`src/hw/rtl/tzk_pkg.sv`:
```
// Shared types, constants and helpers of the touch zone key mapper.
`timescale 1ns / 1ps
package tzk_pkg;

    localparam int MAX_CONTACTS_DEF = 16;
    localparam int MAX_ZONES_DEF    = 32;
    localparam int RESULT_LIMIT     = 32;

    localparam int RAW_W  = 24;
    localparam int ORG_W  = 16;
    localparam int SIZE_W = 15;
    localparam int ZB_W   = 16;
    localparam int KEY_W  = 16;
    localparam int ID_W   = 16;
    localparam int ZIDX_W = 5;
    localparam int ZCNT_W = 6;
    localparam int DIV_W  = 28;   // dividend and quotient width
    localparam int DIFF_W = 19;
    localparam int PROD_W = 29;
    localparam int ADDR_W = 5;
    localparam int DATA_W = 32;

    // raw / 100 as (|raw| * ceil(2^REC_SH / 100)) >> REC_SH, exact for |raw| < 2^24
    localparam int RAW_DIV = 100;
    localparam int REC_W   = 25;
    localparam int REC_SH  = 31;
    localparam logic [REC_W-1:0] RECIP_100 =
        REC_W'(((64'd1 << REC_SH) + 64'(RAW_DIV - 1)) / 64'(RAW_DIV));

    localparam logic signed [PROD_W-1:0] REL_SCALE = PROD_W'(1000);

    localparam logic [1:0] FUNC_LOAD = 2'd0;
    localparam logic [1:0] FUNC_DOWN = 2'd1;
    localparam logic [1:0] FUNC_MOVE = 2'd2;
    localparam logic [1:0] FUNC_UP   = 2'd3;

    localparam logic [2:0] REG_ORIGIN_X    = 3'd0;
    localparam logic [2:0] REG_ORIGIN_Y    = 3'd1;
    localparam logic [2:0] REG_AREA_WIDTH  = 3'd2;
    localparam logic [2:0] REG_AREA_HEIGHT = 3'd3;
    localparam logic [2:0] REG_ZONE_COUNT  = 3'd4;

    typedef struct packed {
        logic signed [ZB_W-1:0] left;
        logic signed [ZB_W-1:0] top;
        logic signed [ZB_W-1:0] right;
        logic signed [ZB_W-1:0] bottom;
    } t_bounds;

    // query that walks the zone cells
    typedef struct packed {
        logic                    valid;
        logic                    old_en;
        logic                    new_en;
        logic signed [DIV_W-1:0] ox;
        logic signed [DIV_W-1:0] oy;
        logic signed [DIV_W-1:0] nx;
        logic signed [DIV_W-1:0] ny;
    } t_query;

    function automatic logic in_box(input logic signed [DIV_W-1:0] x,
                                    input logic signed [DIV_W-1:0] y,
                                    input t_bounds b);
        logic signed [DIV_W-1:0] l, t, r, bo;
        l  = DIV_W'(b.left);
        t  = DIV_W'(b.top);
        r  = DIV_W'(b.right);
        bo = DIV_W'(b.bottom);
        return (x > l) && (x < r) && (y > t) && (y < bo);
    endfunction

endpackage

```
`src/hw/rtl/tzk_zone_cell.sv`:
```
// One zone of the chain: holds its bounds and key, tests the passing query.
`timescale 1ns / 1ps
module tzk_zone_cell import tzk_pkg::*; (
    input  logic             i_clk,
    input  logic             i_rst_n,
    input  logic             i_adv,
    input  logic             i_wr,
    input  t_bounds          i_wr_bounds,
    input  logic [KEY_W-1:0] i_wr_key,
    input  logic             i_active,
    input  t_query           i_q,
    output t_query           o_q,
    output logic             o_hit,
    output logic [KEY_W-1:0] o_key,
    output logic             o_release
);
    t_bounds          r_bounds;
    logic [KEY_W-1:0] r_key;
    t_query           r_q;
    logic             was, now;

    always_ff @(posedge i_clk) begin
        if (i_wr) begin
            r_bounds <= i_wr_bounds;
            r_key    <= i_wr_key;
        end
    end

    always_ff @(posedge i_clk) begin
        if (!i_rst_n) begin
            r_q.valid <= 1'b0;
        end else if (i_adv) begin
            r_q <= i_q;
        end
    end

    assign was = r_q.old_en && in_box(r_q.ox, r_q.oy, r_bounds);
    assign now = r_q.new_en && in_box(r_q.nx, r_q.ny, r_bounds);

    assign o_q       = r_q;
    assign o_hit     = r_q.valid && i_active && (was != now);
    assign o_key     = r_key;
    assign o_release = was;
endmodule

```
`config.mk`:
```
export PLATFORM = sky130hd
export DESIGN_NAME = tzk_zone_cell
export DESIGN_NICKNAME = d
export VERILOG_FILES = /design/src/hw/rtl/tzk_pkg.sv /design/src/hw/rtl/tzk_zone_cell.sv
export SDC_FILE = /design/constraint.sdc
export NUM_CORES = 1
export LEC_CHECK = 0
export BUFFER_PORTS_ARGS = -buffer_cell sky130_fd_sc_hd__buf_2
export CORE_UTILIZATION = 56
export CTS_CLUSTER_DIAMETER = 200
export DETAILED_ROUTE_END_ITERATION = 7
export PLACE_DENSITY = 0.86
export SLEW_MARGIN = 20
export SYNTH_ARGS = -nofsm -noshare
export SYNTH_HDL_FRONTEND = slang
export SYNTH_SLANG_ARGS = --single-unit
```
`constraint.sdc`:
```
create_clock -name i_clk -period 5.8 [get_ports i_clk]
set_input_delay 0.58 -clock i_clk [delete_from_list [all_inputs] [get_ports i_clk]]
set_output_delay 0.58 -clock i_clk [all_outputs]
set_load 0.005 [all_outputs]
```
==> flow_metrics.env, run 1 <==
export IMPL_crit_path_end_kind="output pin"
export IMPL_ys_seq_area_share_pct=53.62
export IMPL_io_pins=333
export IMPL_ys_types=52
export IMPL_fp_dieArea_sq_mm=0.02003
export IMPL_power_density_mw_per_mm2=272.6
export IMPL_drive_above_1_share_pct=32.29
export IMPL_grt_max_degree=81
export IMPL_postLayoutCellArea_sq_mm=0.01357
export IMPL_layout_commonest_cell="buf_2"
export IMPL_fp_row_count=50
export IMPL_via_count=8227
export IMPL_startpoint="r_bounds[63]$_DFFE_PP_"
export IMPL_timing_fmax_mhz=227.7
export IMPL_hold_start="i_q[8]"
export IMPL_area_growth_syn_to_layout_pct=24.47
export IMPL_tightest_slew_ps=1070
export IMPL_path_buf_inv=2
export IMPL_layout_cells_most_common_list="buf_2 (331), ha_1 (220), edfxtp_1 (194)"
export IMPL_setup_viol=0
export IMPL_cts_sinks=195
export IMPL_root_buffer="clkbuf_16"
export IMPL_layout_setup_ws_ps=1408
export IMPL_cp_data_arrival_time_ps=3810
export IMPL_rsz0062_at_grt="false"
export IMPL_cts_made_buffers=17
export IMPL_postRouteAntennaNets=0
export IMPL_fin_nets=1584
export IMPL_drcViolationCount=0
export IMPL_maxSlewViolCount=0
export IMPL_drtPass1Iterations=5
export IMPL_dpl_worst_slack_ps=1914
export IMPL_die_w_um=141.5
export IMPL_place_gp_congestion=0.8963
export IMPL_crit_path_start_kind="register"
export IMPL_period_minus_slack_ps=4392
export IMPL_die_h_um=141.5
export IMPL_tns_ps=0
export IMPL_r2r_start="o_q[114]$_SDFFE_PN0P_"
export IMPL_grt_pass1_wl_um=41790
export IMPL_grt_antenna_before_repair=3
export IMPL_p_leak_nw=6.298
export IMPL_start_util_pct=57.70
export IMPL_wl_per_cell_um=19.05
export IMPL_port_buffers=332
export IMPL_syn_nets=1232
export IMPL_crit_path_max_incr_delay_ps=660
export IMPL_synth_seq_cells=195
export IMPL_yosysWarningCount=0
export IMPL_track_usage_pct=27.58
export IMPL_syn_inst=812
export IMPL_worstSkewPairLatency_ps=430
export IMPL_hold_buffers=0
export IMPL_cp_required_ps=5220
export IMPL_place_area_sq_mm=0.01290
export IMPL_netlist_area_sq_mm=0.01090
export IMPL_dp_final_hpwl_um=21550
export IMPL_worstHoldPathType="in2reg"
export IMPL_status="finished clean"
export IMPL_worstPathCellList="inv_1, ha_1, nand4_1, or4_1, nor3_1, nor2_1, nand2_1, a311o_1, nor4_4, xnor2_1, and3_1, buf_2"
export IMPL_cts_buffer_depth=2
export IMPL_ctsResizeCount=0
export IMPL_crit_type="reg2out"
export IMPL_max_cap_viol_count=0
export IMPL_cts_reportedPaths_clkPinSlew_ps=90
export IMPL_grt_remaining_overflow=0
export IMPL_final_fill_count=1322
export IMPL_final_util_pct=71.82
export IMPL_avgSynthCellArea_sq_um=13.43
export IMPL_core_sq_mm=0.01889
export IMPL_crit_family="simple AND/OR/NAND/NOR gates"
export IMPL_grt_pass1_vias=8178
export IMPL_slowest_stage="inv_1"
export IMPL_h_tree_depth=4
export IMPL_fin_skew_ps=0
export IMPL_hold_viol=0
export IMPL_wl_um=27440
export IMPL_fin_crit_sh_pct=75.73
export IMPL_drt_vias_per_instance=5.713
export IMPL_ir_worst_vdd_uv=207.4
export IMPL_hold_slack_ps=305.2
export IMPL_max_slew_margin_rel_pct=28.70
export IMPL_drt_iter0_drc=504
export IMPL_postCtsSetupBuffers=0
export IMPL_cts_tree="built"
export IMPL_crit_fanout=26
==> Yosys cell counts, drive strengths merged <==
| library cell | count | area, sq um |
|---|---|---|
| nand4 | 37 | 250.2 |
| nand2b | 2 | 12.51 |
| xnor2 | 2 | 17.52 |
| a21o | 30 | 225.2 |
| a21boi | 3 | 22.52 |
| nor3 | 8 | 40.04 |
| o41ai | 2 | 17.52 |
| a211oi | 7 | 52.55 |
| ha | 220 | 2753 |
| mux2 | 1 | 11.26 |
| nor2b | 7 | 43.79 |
| nor2 | 19 | 71.32 |
| o21ai | 26 | 130.1 |
| edfxtp | 194 | 5826 |
| o41a | 1 | 11.26 |
| o211a | 2 | 20.02 |
| and2 | 5 | 31.28 |
| a211o | 1 | 10.01 |
| o221a | 1 | 11.26 |
| or4 | 3 | 26.27 |
| o2111ai | 1 | 8.760 |
| a41oi | 1 | 8.760 |
| a221oi | 1 | 8.760 |
| nor4 | 6 | 58.80 |
| a2111o | 1 | 11.26 |
| o211ai | 9 | 72.57 |
| nand2 | 31 | 116.4 |
| nor3b | 1 | 7.510 |
| a2bb2oi | 1 | 15.01 |
| and4 | 4 | 35.03 |
| a21oi | 70 | 354.1 |
| nand3 | 16 | 80.08 |
| a221o | 4 | 40.04 |
| a311o | 1 | 10.01 |
| and3 | 3 | 18.77 |
| a31oi | 1 | 6.260 |
| or3 | 2 | 17.52 |
| dfxtp | 1 | 20.02 |
| a2111oi | 10 | 93.84 |
| inv | 68 | 255.2 |
| o21a | 4 | 30.03 |
| mux2i | 5 | 50.05 |
==> area by class of cell <==
class / count / area (sq um) / share of cell area (%)
tap: 260 / 325.3 / 2.397
clock buffer: 17 / 425.4 / 3.135
inverter: 68 / 255.2 / 1.881
multi-input combinational: 549 / 4803 / 35.40
sequential: 195 / 5846 / 43.08
timing repair buffer: 333 / 1672 / 12.32
antenna: 3 / 7.507 / 0.05532
clock inverter: 15 / 235.2 / 1.734
==> final timing paths <==
path | endpoint | slack (ps) | cells after the start
worst max register to register | o_q[114]$_SDFFE_PN0P_ | 5170 | 2
worst max-delay path | o_hit | 1410 | 12
worst min register to register | o_q[114]$_SDFFE_PN0P_ | 570 | 2
worst min-delay path | o_q[8]$_DFFE_PP_ | 310 | 1
==> where the power goes <==
group          internal, mW  total [mW]  switching, mW
clock                 0.652        1.29          0.638
sequential             1.67        1.75         0.0786
combinational         0.304       0.664          0.360
==> logic make-up (layout without fill, tap and decap cells) <==
group / Yosys count / in the layout / synth area share, %
adders and majority gates: 220 / 220 / 25.25
DFF: 195 / 195 / 53.62
AOI/OAI and AO/OA: 177 / 177 / 10.64
and+or+nand+nor: 144 / 144 / 7.426
buffers and inverters: 68 / 433 / 2.341
muxes: 6 / 6 / 0.5624
xor gates and xnor gates: 2 / 2 / 0.1607
other: 0 / 3 / 0
==> sequential cells by signal (all words and copies together) (netlist names) <==
| signal | flops |
|---|---|
| o_key | 16 |
| r_bounds | 64 |
| o_q | 115 |
==> routing by layer <==
layer | wire length [um] | global-route usage [%] | vias to the layer above | part of all wire (%)
met5 | 0 | 0 | - | 0
met4 | 811 | 11.49 | 0 | 3.0
met3 | 1974 | 5.535 | 52 | 7.2
met2 | 13670 | 47.42 | 381 | 50
met1 | 10990 | 33.95 | 3892 | 40
li1 | - | - | 3902 | -
==> through the flow <==
| step | total power [mW] | cells |
|---|---|---|
| after detailed placement | 2.423 | 1405 |
| final | 3.699 | 1440 |
| after CTS | 3.714 | 1437 |
| after floorplan | 2.138 | 812 |
| after global placement | 2.381 | 1405 |
| after global routing | 3.860 | 1440 |
No activity file was read; power rests on OpenSTA's default activity.
==> run 2, diff against run 1 <==
- CORE_UTILIZATION: 56 -> 52
- PLACE_DENSITY: 0.86 -> 0.81
- clock period: 5.8 -> 4.3 ns (I/O delays scaled with it)
==> run 2 against run 1 <==
Net effect: global-route usage is 1.5 points lower; register-to-register slack got worse by 1500 ps; critical path depth shrank 1; critical path type unchanged.
==> flow_metrics.env, run 2 (synthesis gave the netlist of run 1 again) <==
export IMPL_status="finished clean"
export IMPL_reg2regPathDepth=2
export IMPL_worstPathCellList="ha_1, nor2b_1, o211ai_1, a211oi_1, a2111oi_0, o21ai_0, mux2_2, nand4_2, xnor2_1, and3_1, buf_2"
export IMPL_die_h_um=146.8
export IMPL_cts_tree="built"
export IMPL_fp_dieArea_sq_mm=0.02155
export IMPL_largest_reg_flops=115
export IMPL_worstHoldPathType="in2reg"
export IMPL_final_util_pct=66.67
export IMPL_hold_slack_ps=158.2
export IMPL_fp_row_count=52
export IMPL_place_gp_congestion=0.9144
export IMPL_hold_start="i_wr_key[13]"
export IMPL_drive_above_1_share_pct=32.63
export IMPL_grt_pass1_vias=8124
export IMPL_ir_worst_vdd_uv=239.4
export IMPL_grt_remaining_overflow=0
export IMPL_p_leak_nw=6.294
export IMPL_drcViolationCount=0
export IMPL_cts_made_buffers=17
export IMPL_postCtsSetupBuffers=0
export IMPL_crit_fanout=3
export IMPL_slowest_stage="a2111oi_0"
export IMPL_r2r_end="o_q[114]$_SDFFE_PN0P_"
export IMPL_cts_reportedPaths_clkPinSlew_ps=80
export IMPL_port_buffers=332
export IMPL_timing_fmax_mhz=244.9
export IMPL_worstHoldPathCells=1
export IMPL_tns_ps=0
export IMPL_crit_path_max_incr_delay_ps=900
export IMPL_drt_iter0_drc=454
export IMPL_crit_path_start_kind="register"
export IMPL_track_usage_pct=26.04
export IMPL_start_util_pct=53.53
export IMPL_max_cap_viol_count=0
export IMPL_area_growth_syn_to_layout_pct=24.55
export IMPL_r2r_start="o_q[114]$_SDFFE_PN0P_"
export IMPL_grt_pass1_wl_um=42700
export IMPL_cts_sinks=195
export IMPL_fin_skew_ps=0
export IMPL_drt_vias_per_instance=5.587
export IMPL_hold_buffers=0
export IMPL_layout_commonest_cell="buf_2"
export IMPL_io_pins=333
export IMPL_worstSkewPairLatency_ps=430
export IMPL_cts_buffer_depth=2
export IMPL_root_buffer="clkbuf_16"
export IMPL_max_slew_margin_rel_pct=28.09
export IMPL_h_tree_depth=4
export IMPL_tightest_slew_ps=1052
export IMPL_drtPass1Iterations=5
export IMPL_power_density_mw_per_mm2=357.1
export IMPL_layout_setup_ws_ps=217.0
export IMPL_crit_type="reg2out"
export IMPL_cp_required_ps=3870
export IMPL_place_area_sq_mm=0.01294
export IMPL_rsz0062_at_grt="false"
export IMPL_grt_antenna_before_repair=1
export IMPL_grt_max_degree=81
export IMPL_maxSlewViolCount=0
export IMPL_crit_path_end_kind="output pin"
export IMPL_hold_end="o_key[13]$_DFFE_PP_"
export IMPL_via_count=8124
export IMPL_wl_um=27870
export IMPL_wl_per_cell_um=19.17
export IMPL_hold_viol=0
export IMPL_layout_cells_most_common_list="buf_2 (331), ha_1 (220), edfxtp_1 (194)"
export IMPL_core_sq_mm=0.02036
export IMPL_cp_data_arrival_time_ps=3650
export IMPL_setup_viol=0
export IMPL_fin_nets=1590
export IMPL_period_minus_slack_ps=4083
export IMPL_rrSetupSlack_ps=3690
export IMPL_postLayoutCellArea_sq_mm=0.01358
export IMPL_fin_crit_sh_pct=94.95
export IMPL_dpl_worst_slack_ps=582.6
export IMPL_dp_final_hpwl_um=21840
export IMPL_postRouteAntennaNets=0
export IMPL_die_w_um=146.8
## run 2: where the power goes
part / switching [mW] / internal [mW]
Clock: 0.805 / 0.784
Combinational: 0.497 / 0.416
Sequential: 0.100 / 2.25
Total: 1.40 / 3.45
## run 2: through the flow
step	cells	power, mW
2_1_floorplan	812	2.884
3_3_place_gp	1419	3.235
3_5_place_dp	1419	3.282
4_1_cts	1451	4.865
5_1_grt	1454	5.068
6_report	1454	4.848
## run 2: layout make-up
class / count / area (sq um)
Clock buffer: 17 / 425.4
Clock inverter: 15 / 167.7
Inverter: 68 / 259.0
Multi-Input combinational cell: 549 / 4803
Antenna cell: 1 / 2.502
Timing Repair Buffer: 338 / 1729
Fill cell: 1527 / 6787
Sequential cell: 195 / 5846
Tap cell: 270 / 337.8
Timing Repair inverter: 1 / 7.507
## run 2: how the worst max path moves through the flow
stage	endpoint	cells past startpoint	from	slack [ps]
global route	o_hit	12	r_bounds[31]$_DFFE_PP_	40
finish	o_hit	11	o_q[1]$_DFFE_PP_	220
floorplan	o_q[0]$_DFFE_PP_	1	i_adv	760
detailed placement	o_hit	11	r_bounds[15]$_DFFE_PP_	580
global placement	o_hit	13	r_bounds[63]$_DFFE_PP_	700
CTS	o_hit	11	r_bounds[15]$_DFFE_PP_	70
## run 2: repair_timing
item,in CTS,in global routing
resized for setup,1,1
cloned,0,1
endpoints found under the setup margin,1,1
## run 2: worst max-delay path: cells and delay by family, from the launching register on
kind,cells,cell delay [ps]
AO/OA/AOI/OAI,4,1430
adder cells (fa/ha/maj),1,330
buffers and inverters,1,100
XOR/XNOR,1,240
multiplexers,1,280
flip-flops,1,430
AND/OR/NAND/NOR,3,400
## run 2: routing by layer
layer | share of wire, % | GRT usage, % | wire length [um]
met3 | 5.7 | 3.758 | 1581
met4 | 3.0 | 10.16 | 837
met2 | 50 | 44.79 | 13920
met5 | 0 | 0 | 0
met1 | 41 | 33.16 | 11530
