[src/hw/rtl/tzk_pkg.sv]
// Shared types, constants and helpers of the touch zone key mapper.
`timescale 1ns / 1ps
package tzk_pkg;

    localparam int MAX_CONTACTS_DEF = 16;
    localparam int MAX_ZONES_DEF    = 32;
    localparam int RESULT_LIMIT     = 32;

    localparam int RAW_W  = 24;
    localparam int ORG_W  = 16;
    localparam int SIZE_W = 15;
    localparam int ZB_W   = 16;
    localparam int KEY_W  = 16;
    localparam int ID_W   = 16;
    localparam int ZIDX_W = 5;
    localparam int ZCNT_W = 6;
    localparam int DIV_W  = 28;   // dividend and quotient width
    localparam int DIFF_W = 19;
    localparam int PROD_W = 29;
    localparam int ADDR_W = 5;
    localparam int DATA_W = 32;

    // raw / 100 as (|raw| * ceil(2^REC_SH / 100)) >> REC_SH, exact for |raw| < 2^24
    localparam int RAW_DIV = 100;
    localparam int REC_W   = 25;
    localparam int REC_SH  = 31;
    localparam logic [REC_W-1:0] RECIP_100 =
        REC_W'(((64'd1 << REC_SH) + 64'(RAW_DIV - 1)) / 64'(RAW_DIV));

    localparam logic signed [PROD_W-1:0] REL_SCALE = PROD_W'(1000);

    localparam logic [1:0] FUNC_LOAD = 2'd0;
    localparam logic [1:0] FUNC_DOWN = 2'd1;
    localparam logic [1:0] FUNC_MOVE = 2'd2;
    localparam logic [1:0] FUNC_UP   = 2'd3;

    localparam logic [2:0] REG_ORIGIN_X    = 3'd0;
    localparam logic [2:0] REG_ORIGIN_Y    = 3'd1;
    localparam logic [2:0] REG_AREA_WIDTH  = 3'd2;
    localparam logic [2:0] REG_AREA_HEIGHT = 3'd3;
    localparam logic [2:0] REG_ZONE_COUNT  = 3'd4;

    typedef struct packed {
        logic signed [ZB_W-1:0] left;
        logic signed [ZB_W-1:0] top;
        logic signed [ZB_W-1:0] right;
        logic signed [ZB_W-1:0] bottom;
    } t_bounds;

    // query that walks the zone cells
    typedef struct packed {
        logic                    valid;
        logic                    old_en;
        logic                    new_en;
        logic signed [DIV_W-1:0] ox;
        logic signed [DIV_W-1:0] oy;
        logic signed [DIV_W-1:0] nx;
        logic signed [DIV_W-1:0] ny;
    } t_query;

    function automatic logic in_box(input logic signed [DIV_W-1:0] x,
                                    input logic signed [DIV_W-1:0] y,
                                    input t_bounds b);
        logic signed [DIV_W-1:0] l, t, r, bo;
        l  = DIV_W'(b.left);
        t  = DIV_W'(b.top);
        r  = DIV_W'(b.right);
        bo = DIV_W'(b.bottom);
        return (x > l) && (x < r) && (y > t) && (y < bo);
    endfunction

endpackage

[src/hw/rtl/tzk_div.sv]
// Radix-2 restoring signed divider, one quotient bit per cycle.
`timescale 1ns / 1ps
module tzk_div import tzk_pkg::*; (
    input  logic                    i_clk,
    input  logic                    i_rst_n,
    input  logic                    i_start,
    input  logic signed [DIV_W-1:0] i_dividend,
    input  logic [SIZE_W-1:0]       i_divisor,
    output logic                    o_done,
    output logic signed [DIV_W-1:0] o_quot
);
    localparam int CW = $clog2(DIV_W);

    logic              r_busy, r_done, r_neg;
    logic [CW-1:0]     r_cnt;
    logic [SIZE_W-1:0] r_rem, r_div;
    logic [DIV_W-1:0]  r_quo;
    logic [SIZE_W:0]   rem_sh;
    logic              ge;

    assign rem_sh = {r_rem, r_quo[DIV_W-1]};
    assign ge     = rem_sh >= {1'b0, r_div};

    always_ff @(posedge i_clk) begin
        if (!i_rst_n) begin
            r_busy <= 1'b0;
            r_done <= 1'b0;
            r_cnt  <= '0;
        end else begin
            r_done <= 1'b0;
            if (i_start) begin
                r_busy <= 1'b1;
                r_cnt  <= '0;
            end else if (r_busy) begin
                r_cnt <= r_cnt + CW'(1);
                if (r_cnt == CW'(DIV_W - 1)) begin
                    r_busy <= 1'b0;
                    r_done <= 1'b1;
                end
            end
        end
    end

    always_ff @(posedge i_clk) begin
        if (i_start) begin
            r_neg <= i_dividend[DIV_W-1];
            r_quo <= i_dividend[DIV_W-1] ? -i_dividend : i_dividend;
            r_rem <= '0;
            r_div <= i_divisor;
        end else if (r_busy) begin
            r_rem <= ge ? SIZE_W'(rem_sh - {1'b0, r_div}) : rem_sh[SIZE_W-1:0];
            r_quo <= {r_quo[DIV_W-2:0], ge};
        end
    end

    assign o_done = r_done;
    assign o_quot = r_neg ? -$signed(r_quo) : $signed(r_quo);
endmodule

[config.mk]
export PLATFORM = sky130hd
export DESIGN_NAME = tzk_div
export DESIGN_NICKNAME = d
export VERILOG_FILES = /design/src/hw/rtl/tzk_pkg.sv /design/src/hw/rtl/tzk_div.sv
export SDC_FILE = /design/constraint.sdc
export NUM_CORES = 1
export LEC_CHECK = 0
export BUFFER_PORTS_ARGS = -buffer_cell sky130_fd_sc_hd__buf_2
export CAP_MARGIN = 30
export CORE_MARGIN = 8
export CORE_UTILIZATION = 55
export DETAILED_ROUTE_END_ITERATION = 16
export PLACE_DENSITY = 0.76
export SLEW_MARGIN = 5
export SYNTH_ARGS = -nofsm -noshare
export SYNTH_HDL_FRONTEND = slang
export SYNTH_SLANG_ARGS = --single-unit
[constraint.sdc]
create_clock -name i_clk -period 7.9 [get_ports i_clk]
set_input_delay 1.58 -clock i_clk [delete_from_list [all_inputs] [get_ports i_clk]]
set_output_delay 1.58 -clock i_clk [all_outputs]
set_load 0.01 [all_outputs]
==> impl_metrics.py, run 1 <==
metrics = {
    "run_status": {
        "status": "complete, no violations",
    },
    "place": {
        "port_buffers": 74,
        "pre_cts_slack_ns": 3.880,
        "place.gp.congestion": 0.8707,
        "hpwl_um": 7906,
    },
    "final_layout": {
        "syn_to_final_growth_pct": 13.89,
        "fillerInstances": 708,
        "n_antenna_cell": 0,
        "fin_nets": 633,
        "drive_above_1_share": 0.1815,
    },
    "timing": {
        "finalCritPeriodShare": 0.5589,
        "setup_ws_ns": 3.485,
        "worst_pin_slew_ns": 0.9518,
        "fin_crit_ns": 4.416,
        "hold_viol": 0,
        "final_max_slew_viol_count": 0,
        "finClkSkew_ns": 0.01062,
        "rsz0062_at_grt": "false",
        "slew_headroom": 0.3655,
        "setup_viol": 0,
        "fmax_ghz": 0.2265,
        "tns_ns": 0,
    },
    "synth": {
        "synthDistinctLibCells": 62,
        "synth_cells": 504,
        "async_reset_ff_frac": 0,
        "yosys_warnings": 0,
        "synth_nets": 569,
        "avgSynthCellArea_um2": 9.118,
        "synth_top_family_by_area": "compound AO/OA/AOI/OAI gates",
        "synth-edff-count": 44,
        "synthXorXnorAreaFrac": 0.1201,
        "syn_area_um2": 4596,
        "synthAdderAreaFrac": 0.05336,
        "synth-seq-area-share": 0.3833,
        "synth_simple_gate_area_share": 0.1797,
        "synth_compound_gate_area_share": 0.1881,
        "yosys-mux-area-fraction": 0.02913,
        "synth_flop_cell": "edfxtp_1",
        "synth-seq-cells": 66,
    },
    "clock_tree": {
        "clk_latency_ns": 0.35,
        "cts_tree": "yes",
        "clock-sinks": 66,
        "htreeDepth": 3,
        "clockBufferDepth": 2,
        "cts.clk_slew.worst_paths_ns": 0.08,
        "clockRootBuffer": "clkbuf_8",
        "cts_inserted_buffers": 9,
        "cts_resized": 0,
        "ctsHoldBuffers": 0,
        "cts_setup_buffers": 0,
    },
    "worst_setup_path": {
        "end_kind": "primary output",
        "crit_fanout": 5,
        "required_ns": 6.32,
        "cpMostUsedCell": "nand2_1",
        "critical_path.startpoint_type": "flip-flop",
        "crit_end": "o_quot[24]",
        "worstSetupPathType": "flip-flop to primary output",
        "critPathMaxStageDelay_ns": 0.68,
        "cp_slowest_cell": "o31ai_1",
        "rrSetupSlack_ns": 4.90,
        "crit_cells": 7,
        "critical_path_buf_inv_count": 1,
        "cp_data_arrival_time_ns": 2.84,
        "startpoint": "r_quo[4]$_DFFE_PP_",
        "crit_chain": "nor4_4, nand2_1, o31ai_1, nand2_1, a21oi_1, xnor2_1, buf_2",
        "crit-reg2reg-launch": "r_quo[27]$_DFFE_PP_",
        "r2r_end": "r_rem[0]$_SDFFE_PP0P_",
        "reg2reg_depth": 10,
        "cp_top_family": "compound AO/OA/AOI/OAI gates",
    },
    "global_routing": {
        "grt_max_degree": 87,
        "first_global_vias": 3804,
        "grt_first_pass_wirelength_um": 17490,
        "antenna_found_initial": 0,
        "grt_usage": 0.1845,
        "gr-total-overflow": 0,
    },
    "drt": {
        "routed_via_density": 5.814,
        "drtAntennaViolNets": 0,
        "vias": 3942,
        "wl_per_cell_um": 15.75,
        "drc_errors": 0,
        "drtPass1Iterations": 5,
        "wl_um": 10680,
        "drt_iter0_markers": 188,
    },
    "floorplan": {
        "std_cell_rows": 33,
        "pin_count": 75,
        "die-area_um2": 11540,
        "die_h_um": 107.4,
        "fp.dieW_um": 107.4,
        "coreArea_um2": 8175,
        "initial_core_util": 0.5621,
    },
    "pwr": {
        "ir_worst_vdd_uv": 133.7,
        "seqPwrFrac": 0.452,
        "power_frac_clock": 0.289,
        "intPower_uw": 659.0,
        "power_frac_comb": 0.259,
        "switchingPower_uw": 308.6,
        "p_leak_nw": 2.077,
        "switching_share": 0.3189,
        "power_density_nw_per_um2": 184.9,
    },
    "job": {
        "max-cap-violations": 0,
    },
    "worst_hold_path": {
        "hp-class": "flip-flop to flip-flop",
    },
}
==> cell usage after synthesis, drive strengths merged (2+ instances only) <==
library cell | number | area, um^2
edfxtp | 44 | 1321
a21o | 7 | 52.55
nor2 | 54 | 202.7
nor3 | 8 | 40.04
nand4 | 5 | 37.53
ha | 18 | 225.2
and3 | 2 | 12.51
nand2b | 9 | 56.30
nand2 | 38 | 142.6
or3 | 10 | 68.82
o31a | 3 | 26.28
a211oi | 8 | 60.06
o21ai | 24 | 120.1
xnor2 | 32 | 280.3
nor4 | 5 | 46.29
a21oi | 43 | 215.2
or2 | 2 | 12.52
nand4b | 2 | 17.52
or4b | 2 | 20.02
inv | 25 | 93.84
mux2i | 10 | 100.1
o21a | 4 | 30.03
o211ai | 3 | 22.52
dfxtp | 22 | 440.4
a2111oi | 2 | 17.52
clkbuf | 20 | 75.07
or4 | 4 | 33.78
nand3 | 10 | 50.05
xor2 | 31 | 271.5
o31ai | 18 | 145.1
nor2b | 4 | 25.02
mux2 | 3 | 33.78
a311oi | 4 | 35.03
nor3b | 3 | 22.52
o41ai | 6 | 71.32
buf | 5 | 40.04
==> how the worst min path moves through the flow <==
stage                                     start                     to  slack [ns]  cells after the start
after detailed placement  r_rem[3]$_SDFFE_PP0P_  r_rem[3]$_SDFFE_PP0P_        0.50                      2
after global placement    r_rem[3]$_SDFFE_PP0P_  r_rem[3]$_SDFFE_PP0P_        0.49                      2
after global routing      r_rem[2]$_SDFFE_PP0P_  r_rem[2]$_SDFFE_PP0P_        0.54                      2
final                     r_rem[3]$_SDFFE_PP0P_  r_rem[3]$_SDFFE_PP0P_        0.51                      2
after floorplan           r_rem[7]$_SDFFE_PP0P_  r_rem[7]$_SDFFE_PP0P_        0.48                      2
after CTS                 r_rem[3]$_SDFFE_PP0P_  r_rem[3]$_SDFFE_PP0P_        0.51                      2
==> sequential cells by signal (all words and copies together) (netlist names) <==
| register | cells |
|---|---|
| r_busy | 1 |
| r_quo | 28 |
| r_cnt | 5 |
| r_div | 15 |
| o_done | 1 |
| r_neg | 1 |
| r_rem | 15 |
==> worst register-to-register path: cells and delay by family, from the launching register on <==
kind | cells | cell delay (ns)
muxes | 1 | 0.35
adders and majority gates | 2 | 0.61
buffers and inverters | 2 | 0.40
and+or+nand+nor | 1 | 0.18
DFF | 1 | 0.40
AOI/OAI and AO/OA | 4 | 0.96
==> cell type report <==
type / instances / area (um^2) / share of cell area
inverter: 26 / 97.59 / 0.01865
sequential: 66 / 1762 / 0.3366
tap: 105 / 131.4 / 0.02510
timing repair buffer: 78 / 427.9 / 0.08176
clock inverter: 7 / 70.07 / 0.01339
clock buffer: 9 / 123.9 / 0.02367
multi-input combinational: 387 / 2621 / 0.5008
==> placed cells by master (no fill, tap or decap), types with 3 or more instances in the layout <==
master and n:
buf_2 74, nor2_1 54, edfxtp_1 44, a21oi_1 43, nand2_1 38, xnor2_1 32, xor2_1 31, inv_1 25
dfxtp_1 22, o21ai_0 20, ha_1 18, o31ai_1 16, nand3_1 10, mux2i_1 10, nand2b_1 9, clkbuf_8 9
or3_1 8, nor3_1 8, a211oi_1 8, a21o_1 7, o41ai_1 5, nor4_1 4, nor2b_1 4, o21ai_1 4
nand4_1 4, o21a_1 4, a311oi_1 4, or4_1 3, o31a_1 3, o211ai_1 3, nor3b_1 3, clkinvlp_4 3
==> power by group through the flow <==
stage | clock [mW] | sequential, mW | combinational, mW
2_1_floorplan | 0 | 0.433 | 0.177
4_1_cts | 0.285 | 0.437 | 0.252
3_3_place_gp | 0 | 0.445 | 0.239
3_5_place_dp | 0 | 0.444 | 0.250
5_1_grt | 0.299 | 0.441 | 0.278
6_report | 0.280 | 0.437 | 0.251
==> through the flow <==
stage | instances | util | cell area, um^2 | hold WS, ns | total power [mW]
global route | 678 | 0.6402 | 5234 | 0.5391 | 1.018
global placement | 660 | 0.6113 | 4997 | 0.4894 | 0.6836
detailed placement | 662 | 0.6165 | 5040 | 0.4984 | 0.6940
finish | 678 | 0.6402 | 5234 | 0.5072 | 0.9676
CTS | 678 | 0.6402 | 5234 | 0.5083 | 0.9738
floorplan | 504 | - | 4596 | 0.4767 | 0.6097
==> routing by layer <==
metal | vias up | share of wire | routed length, um | track usage
met1 | 1872 | 0.43 | 4605 | 0.2196
met5 | - | 0 | 0 | 0
met2 | 92 | 0.49 | 5252 | 0.3199
met4 | 0 | 0.016 | 176 | 0.07730
met3 | 14 | 0.060 | 642 | 0.03293
li1 | 1964 | - | - | -
==> kinds of logic after synthesis <==
family,after synthesis
simple gates,162
flops,66
fa+ha+maj,19
compound gates,130
mux,13
buf+inv,51
xor+xnor,63
No activity file was read; power rests on OpenSTA's default activity.
==> run 2: changes to the inputs <==
==> constraint.sdc (replaced) <==
create_clock -name i_clk -period 4.4 [get_ports i_clk]
set_input_delay 0.88 -clock i_clk [delete_from_list [all_inputs] [get_ports i_clk]]
set_output_delay 0.88 -clock i_clk [all_outputs]
set_load 0.01 [all_outputs]
==> run 2 against run 1 <==
Net effect:
- utilization about the same
- total power up 81%
- sequential share of layout area about the same
- clock skew down 0.0011 ns
- sequential power up 79%
- critical endpoint is now o_quot[25]
==> impl_metrics.py, run 2 (synthesis gave the netlist of run 1 again) <==
metrics = {
    "drt": {
        "vias": 3905,
        "drc_errors": 0,
        "wl_um": 10590,
        "routed_via_density": 5.751,
        "drtAntennaViolNets": 0,
        "drtPass1Iterations": 4,
        "wl_per_cell_um": 15.60,
        "drt_iter0_markers": 140,
    },
    "timing": {
        "finClkSkew_ns": 0.009541,
        "slew_headroom": 0.3905,
        "setup_viol": 0,
        "rsz0062_at_grt": "false",
        "setup_ws_ns": 0.7611,
        "tns_ns": 0,
        "fin_crit_ns": 3.639,
        "final_max_slew_viol_count": 0,
        "hold_viol": 0,
        "worst_pin_slew_ns": 0.9143,
        "whs_ns": 0.5078,
        "fmax_ghz": 0.2748,
        "finalCritPeriodShare": 0.8270,
    },
    "clock_tree": {
        "cts_tree": "yes",
        "cts.clk_slew.worst_paths_ns": 0.07,
        "ctsHoldBuffers": 0,
        "cts_setup_buffers": 0,
        "cts_resized": 0,
        "htreeDepth": 3,
        "clock-sinks": 66,
        "clk_latency_ns": 0.33,
        "clockBufferDepth": 2,
        "clockRootBuffer": "clkbuf_8",
        "cts_inserted_buffers": 9,
    },
    "floorplan": {
        "die-area_um2": 11540,
        "die_h_um": 107.4,
        "initial_core_util": 0.5621,
        "coreArea_um2": 8175,
        "fp.dieW_um": 107.4,
        "pin_count": 75,
        "std_cell_rows": 33,
    },
    "worst_setup_path": {
        "required_ns": 3.52,
        "critical_path_buf_inv_count": 1,
        "end_kind": "primary output",
        "startpoint": "r_quo[7]$_DFFE_PP_",
        "critical_path.startpoint_type": "flip-flop",
        "crit_chain": "nor3_1, nand4_2, or3_4, or4_4, o31ai_2, xnor2_1, buf_2",
        "worstSetupPathType": "flip-flop to primary output",
        "crit-reg2reg-launch": "r_quo[27]$_DFFE_PP_",
        "critPathMaxStageDelay_ns": 0.48,
        "crit_fanout": 5,
        "cp_slowest_cell": "or4_4",
        "cp_top_family": "simple AND/OR/NAND/NOR gates",
        "cp_data_arrival_time_ns": 2.76,
    },
    "global_routing": {
        "grt_max_degree": 86,
        "first_global_vias": 3760,
        "antenna_found_initial": 0,
        "grt_usage": 0.1870,
        "grt_first_pass_wirelength_um": 17640,
        "gr-total-overflow": 0,
    },
    "final_layout": {
        "reg_top3": "r_quo: 28 flops, r_div: 15 flops, r_rem: 15 flops",
        "drive_above_1_share": 0.1794,
        "seq_area_um2": 1762,
        "top_register": "r_quo",
        "multi_input_area_um2": 2621,
        "instances_no_fill": 679,
        "n_antenna_cell": 0,
        "fillerInstances": 688,
        "final_cell_mix": "buf_2, nor2_1, edfxtp_1, a21oi_1, nand2_1",
        "layout_commonest_cell": "buf_2",
        "largest_register_ff_count": 28,
        "syn_to_final_growth_pct": 13.97,
        "fin_nets": 634,
    },
    "place": {
        "pre_cts_slack_ns": 1.117,
        "place_inst": 663,
        "hpwl_um": 7892,
        "port_buffers": 74,
        "place.gp.congestion": 0.8748,
    },
    "pwr": {
        "ir_worst_vdd_uv": 195.2,
        "p_leak_nw": 2.092,
        "power_density_nw_per_um2": 333.7,
    },
    "worst_hold_path": {
        "hold_start": "r_rem[3]$_SDFFE_PP0P_",
        "hp-class": "flip-flop to flip-flop",
    },
    "job": {
        "max-cap-violations": 0,
    },
    "run_status": {
        "status": "complete, no violations",
    },
}
-- run 2: final timing paths --
check / to / slack [ns] / depth (start not counted)
hold reg to reg: r_rem[3]$_SDFFE_PP0P_ / 0.51 / 2
setup / recovery: o_quot[25] / 0.76 / 7
hold / removal: r_rem[3]$_SDFFE_PP0P_ / 0.51 / 2
setup reg to reg: r_rem[1]$_SDFFE_PP0P_ / 1.58 / 10
-- run 2: cell type report --
class | count | share of cell area
inverters | 26 | 0.01863
clock inverters | 2 | 0.006689
multi-input cells | 387 | 0.5005
well taps | 105 | 0.02508
repair buffers | 79 | 0.08170
flip-flops and latches | 66 | 0.3364
clock buffers | 14 | 0.03106
-- run 2: tightest hold or removal path, cell delays in order, from the launching register on --
cell and delay (ns):
dfxtp_1 0.33, nor2_1 0.09, a211oi_1 0.05
-- run 2: stage by stage --
step | utilization | power (mW) | cell area (um^2)
floorplan | - | 1.095 | 4596
global placement | 0.6131 | 1.226 | 5012
detailed placement | 0.6165 | 1.243 | 5040
CTS | 0.6406 | 1.765 | 5238
global route | 0.6406 | 1.847 | 5238
finish | 0.6406 | 1.747 | 5238
-- run 2: per-layer routing --
metal  global-route usage  wire length, um  vias up
li1                     -                -     1963
met1               0.2253             4698     1809
met2               0.3173             5041      120
met3              0.04850              728       13
met4              0.06046              125        0
met5                    0                0        -
-- run 2: power by group --
part,switching (mW),internal [mW]
clock,0.222,0.293
combinational,0.251,0.198
sequential,0.0578,0.725
total,0.531,1.22
==> run 3: changes to the inputs <==
==> constraint.sdc (replaced) <==
create_clock -name i_clk -period 3.4 [get_ports i_clk]
set_input_delay 0.68 -clock i_clk [delete_from_list [all_inputs] [get_ports i_clk]]
set_output_delay 0.68 -clock i_clk [all_outputs]
set_load 0.01 [all_outputs]
==> run 3 against run 2 <==
Net effect:
- critical path depth decreased by 1
- cell area increased by 2.0%
- final cell count increased by 1.9%
- critical endpoint is now o_quot[23]
- combinational power is 36% higher
- die area stayed put
- utilization up 1.3 points
- clock skew increased by 0.00066 ns
- hold slack worse by 0.0041 ns
- via count rose by 2.5%
- first-iteration DRC count grew 51%
==> impl_metrics.py, run 3 (synthesis gave the netlist of run 1 again) <==
metrics = {
    "drt": {
        "wl_um": 11040,
        "drtPass1Iterations": 4,
        "drt_iter0_markers": 212,
        "vias": 4002,
        "wl_per_cell_um": 15.96,
        "drc_errors": 0,
        "routed_via_density": 5.783,
        "drtAntennaViolNets": 0,
    },
    "run_status": {
        "status": "complete, no violations",
    },
    "global_routing": {
        "gr-usage-met3": 0.03533,
        "gr-total-overflow": 0,
        "use_met2": 0.3460,
        "grtUsageMet1": 0.2196,
        "grt_max_degree": 67,
        "antenna_found_initial": 0,
        "grt_first_pass_wirelength_um": 18400,
        "grt_usage": 0.1938,
        "first_global_vias": 4015,
        "grt_busiest_layer": "met2",
    },
    "clock_tree": {
        "ctsHoldBuffers": 0,
        "clockRootBuffer": "clkbuf_8",
        "clk_latency_ns": 0.34,
        "clockBufferDepth": 2,
        "cts.clk_slew.worst_paths_ns": 0.07,
        "htreeDepth": 3,
        "cts_inserted_buffers": 9,
        "clock-sinks": 66,
        "cts_tree": "yes",
    },
    "worst_setup_path": {
        "end_kind": "primary output",
        "crit_chain": "or3_2, or3_4, or4_4, o41ai_4, xnor2_1, buf_2",
        "rrSetupSlack_ns": 0.52,
        "cp_data_arrival_time_ns": 2.67,
        "critical_path.startpoint_type": "flip-flop",
        "crit_end": "o_quot[23]",
        "cp_slowest_cell": "or3_2",
        "worstSetupPathType": "flip-flop to primary output",
        "startpoint": "r_quo[16]$_DFFE_PP_",
        "required_ns": 2.72,
        "critPathMaxStageDelay_ns": 0.52,
        "reg2reg_depth": 10,
        "crit_fanout": 4,
        "r2r_end": "r_rem[0]$_SDFFE_PP0P_",
        "crit-reg2reg-launch": "r_quo[27]$_DFFE_PP_",
    },
    "timing": {
        "finClkSkew_ns": 0.01020,
        "finalCritPeriodShare": 0.9868,
        "fmax_ghz": 0.2981,
        "fin_crit_ns": 3.355,
        "hold_viol": 0,
        "rsz0062_at_grt": "true",
        "worst_pin_slew_ns": 0.7998,
        "setup_ws_ns": 0.04505,
        "setup_viol": 0,
        "slew_headroom": 0.4530,
        "final_max_slew_viol_count": 0,
    },
    "job": {
        "max-cap-violations": 0,
    },
    "floorplan": {
        "die_h_um": 107.4,
        "fp.dieW_um": 107.4,
        "coreArea_um2": 8175,
        "pin_count": 75,
        "std_cell_rows": 33,
        "initial_core_util": 0.5621,
        "die-area_um2": 11540,
    },
    "place": {
        "port_buffers": 74,
        "place.gp.congestion": 0.8623,
        "hpwl_um": 8144,
        "pre_cts_slack_ns": 0.3434,
    },
    "final_layout": {
        "largest_register_ff_count": 28,
        "fin_nets": 647,
        "top_register": "r_quo",
        "final_cell_mix": "buf_2, nor2_1, edfxtp_1, a21oi_1, nand2_1",
        "drive_above_1_share": 0.2010,
        "syn_to_final_growth_pct": 16.28,
        "reg_top3": "r_quo: 28 flops, r_div: 15 flops, r_rem: 15 flops",
        "n_antenna_cell": 0,
        "layout_commonest_cell": "buf_2",
    },
    "pwr": {
        "power_frac_clock": 0.298,
        "ir_worst_vdd_uv": 207.4,
        "power_frac_comb": 0.265,
        "switchingPower_uw": 712.4,
        "p_leak_nw": 2.150,
        "intPower_mw": 1.586,
        "seqPwrFrac": 0.437,
        "switching_share": 0.3100,
        "power_density_nw_per_um2": 430.1,
        "total_power_mw": 2.298,
    },
    "worst_hold_path": {
        "hp-class": "flip-flop to flip-flop",
    },
}
run 3: cell type report:
type / instances / area (um^2)
fillers: 683 / 2831
multi-input cells: 387 / 2630
flip-flops and latches: 66 / 1762
repair buffers: 92 / 518.0
clock buffers: 12 / 155.1
well taps: 105 / 131.4
inverters: 26 / 97.59
clock inverters: 4 / 50.05
run 3: how the worst min path moves through the flow:
stage	from	end	depth (start not counted)
after floorplan	r_rem[7]$_SDFFE_PP0P_	r_rem[7]$_SDFFE_PP0P_	2
after global routing	i_divisor[8]	r_div[8]$_DFFE_PP_	1
after global placement	r_rem[2]$_SDFFE_PP0P_	r_rem[2]$_SDFFE_PP0P_	2
final	r_rem[3]$_SDFFE_PP0P_	r_rem[3]$_SDFFE_PP0P_	2
after CTS	i_divisor[10]	r_div[10]$_DFFE_PP_	1
after detailed placement	r_rem[3]$_SDFFE_PP0P_	r_rem[3]$_SDFFE_PP0P_	2
run 3: worst max-delay path, delay by kind of cell (launching register included):
kind | cells | cell delay [ns]
AND/OR/NAND/NOR | 3 | 1.40
flip-flops | 1 | 0.39
AO/OA/AOI/OAI | 1 | 0.25
XOR/XNOR | 1 | 0.15
buffers and inverters | 1 | 0.15
run 3: power groups by stage:
stage | Sequential, mW | Combinational (mW) | Clock, mW
finish | 1.00 | 0.609 | 0.685
global route | 1.01 | 0.675 | 0.737
CTS | 1.00 | 0.603 | 0.697
detailed placement | 1.03 | 0.584 | 0
global placement | 1.02 | 0.569 | 0
floorplan | 1.01 | 0.411 | 0
run 3: routing by layer:
metal  wire (um)  vias up
met4         242        0
met5           0        -
met2        5583      106
met3         554       24
li1            -     1990
met1        4664     1882
run 3: what timing repair did:
action | CTS | global route
hold endpoints to repair | 0 | 0
pin swaps | 2 | 3
setup endpoints to repair | 3 | 3
buffers inserted | 6 | 4
resized for setup | 0 | 1
run 3: per-stage QoR:
stage	std cells	setup TNS, ns	hold slack [ns]	cell area, um^2	utilization
final	692	0	0.5036	5344	0.6537
after global routing	692	-0.1285	0.4847	5344	0.6537
after CTS	688	0	0.4898	5305	0.6489
after detailed placement	666	0	0.4958	5055	0.6183
after global placement	666	0	0.4902	5055	0.6183
after floorplan	504	0	0.4767	4596	-
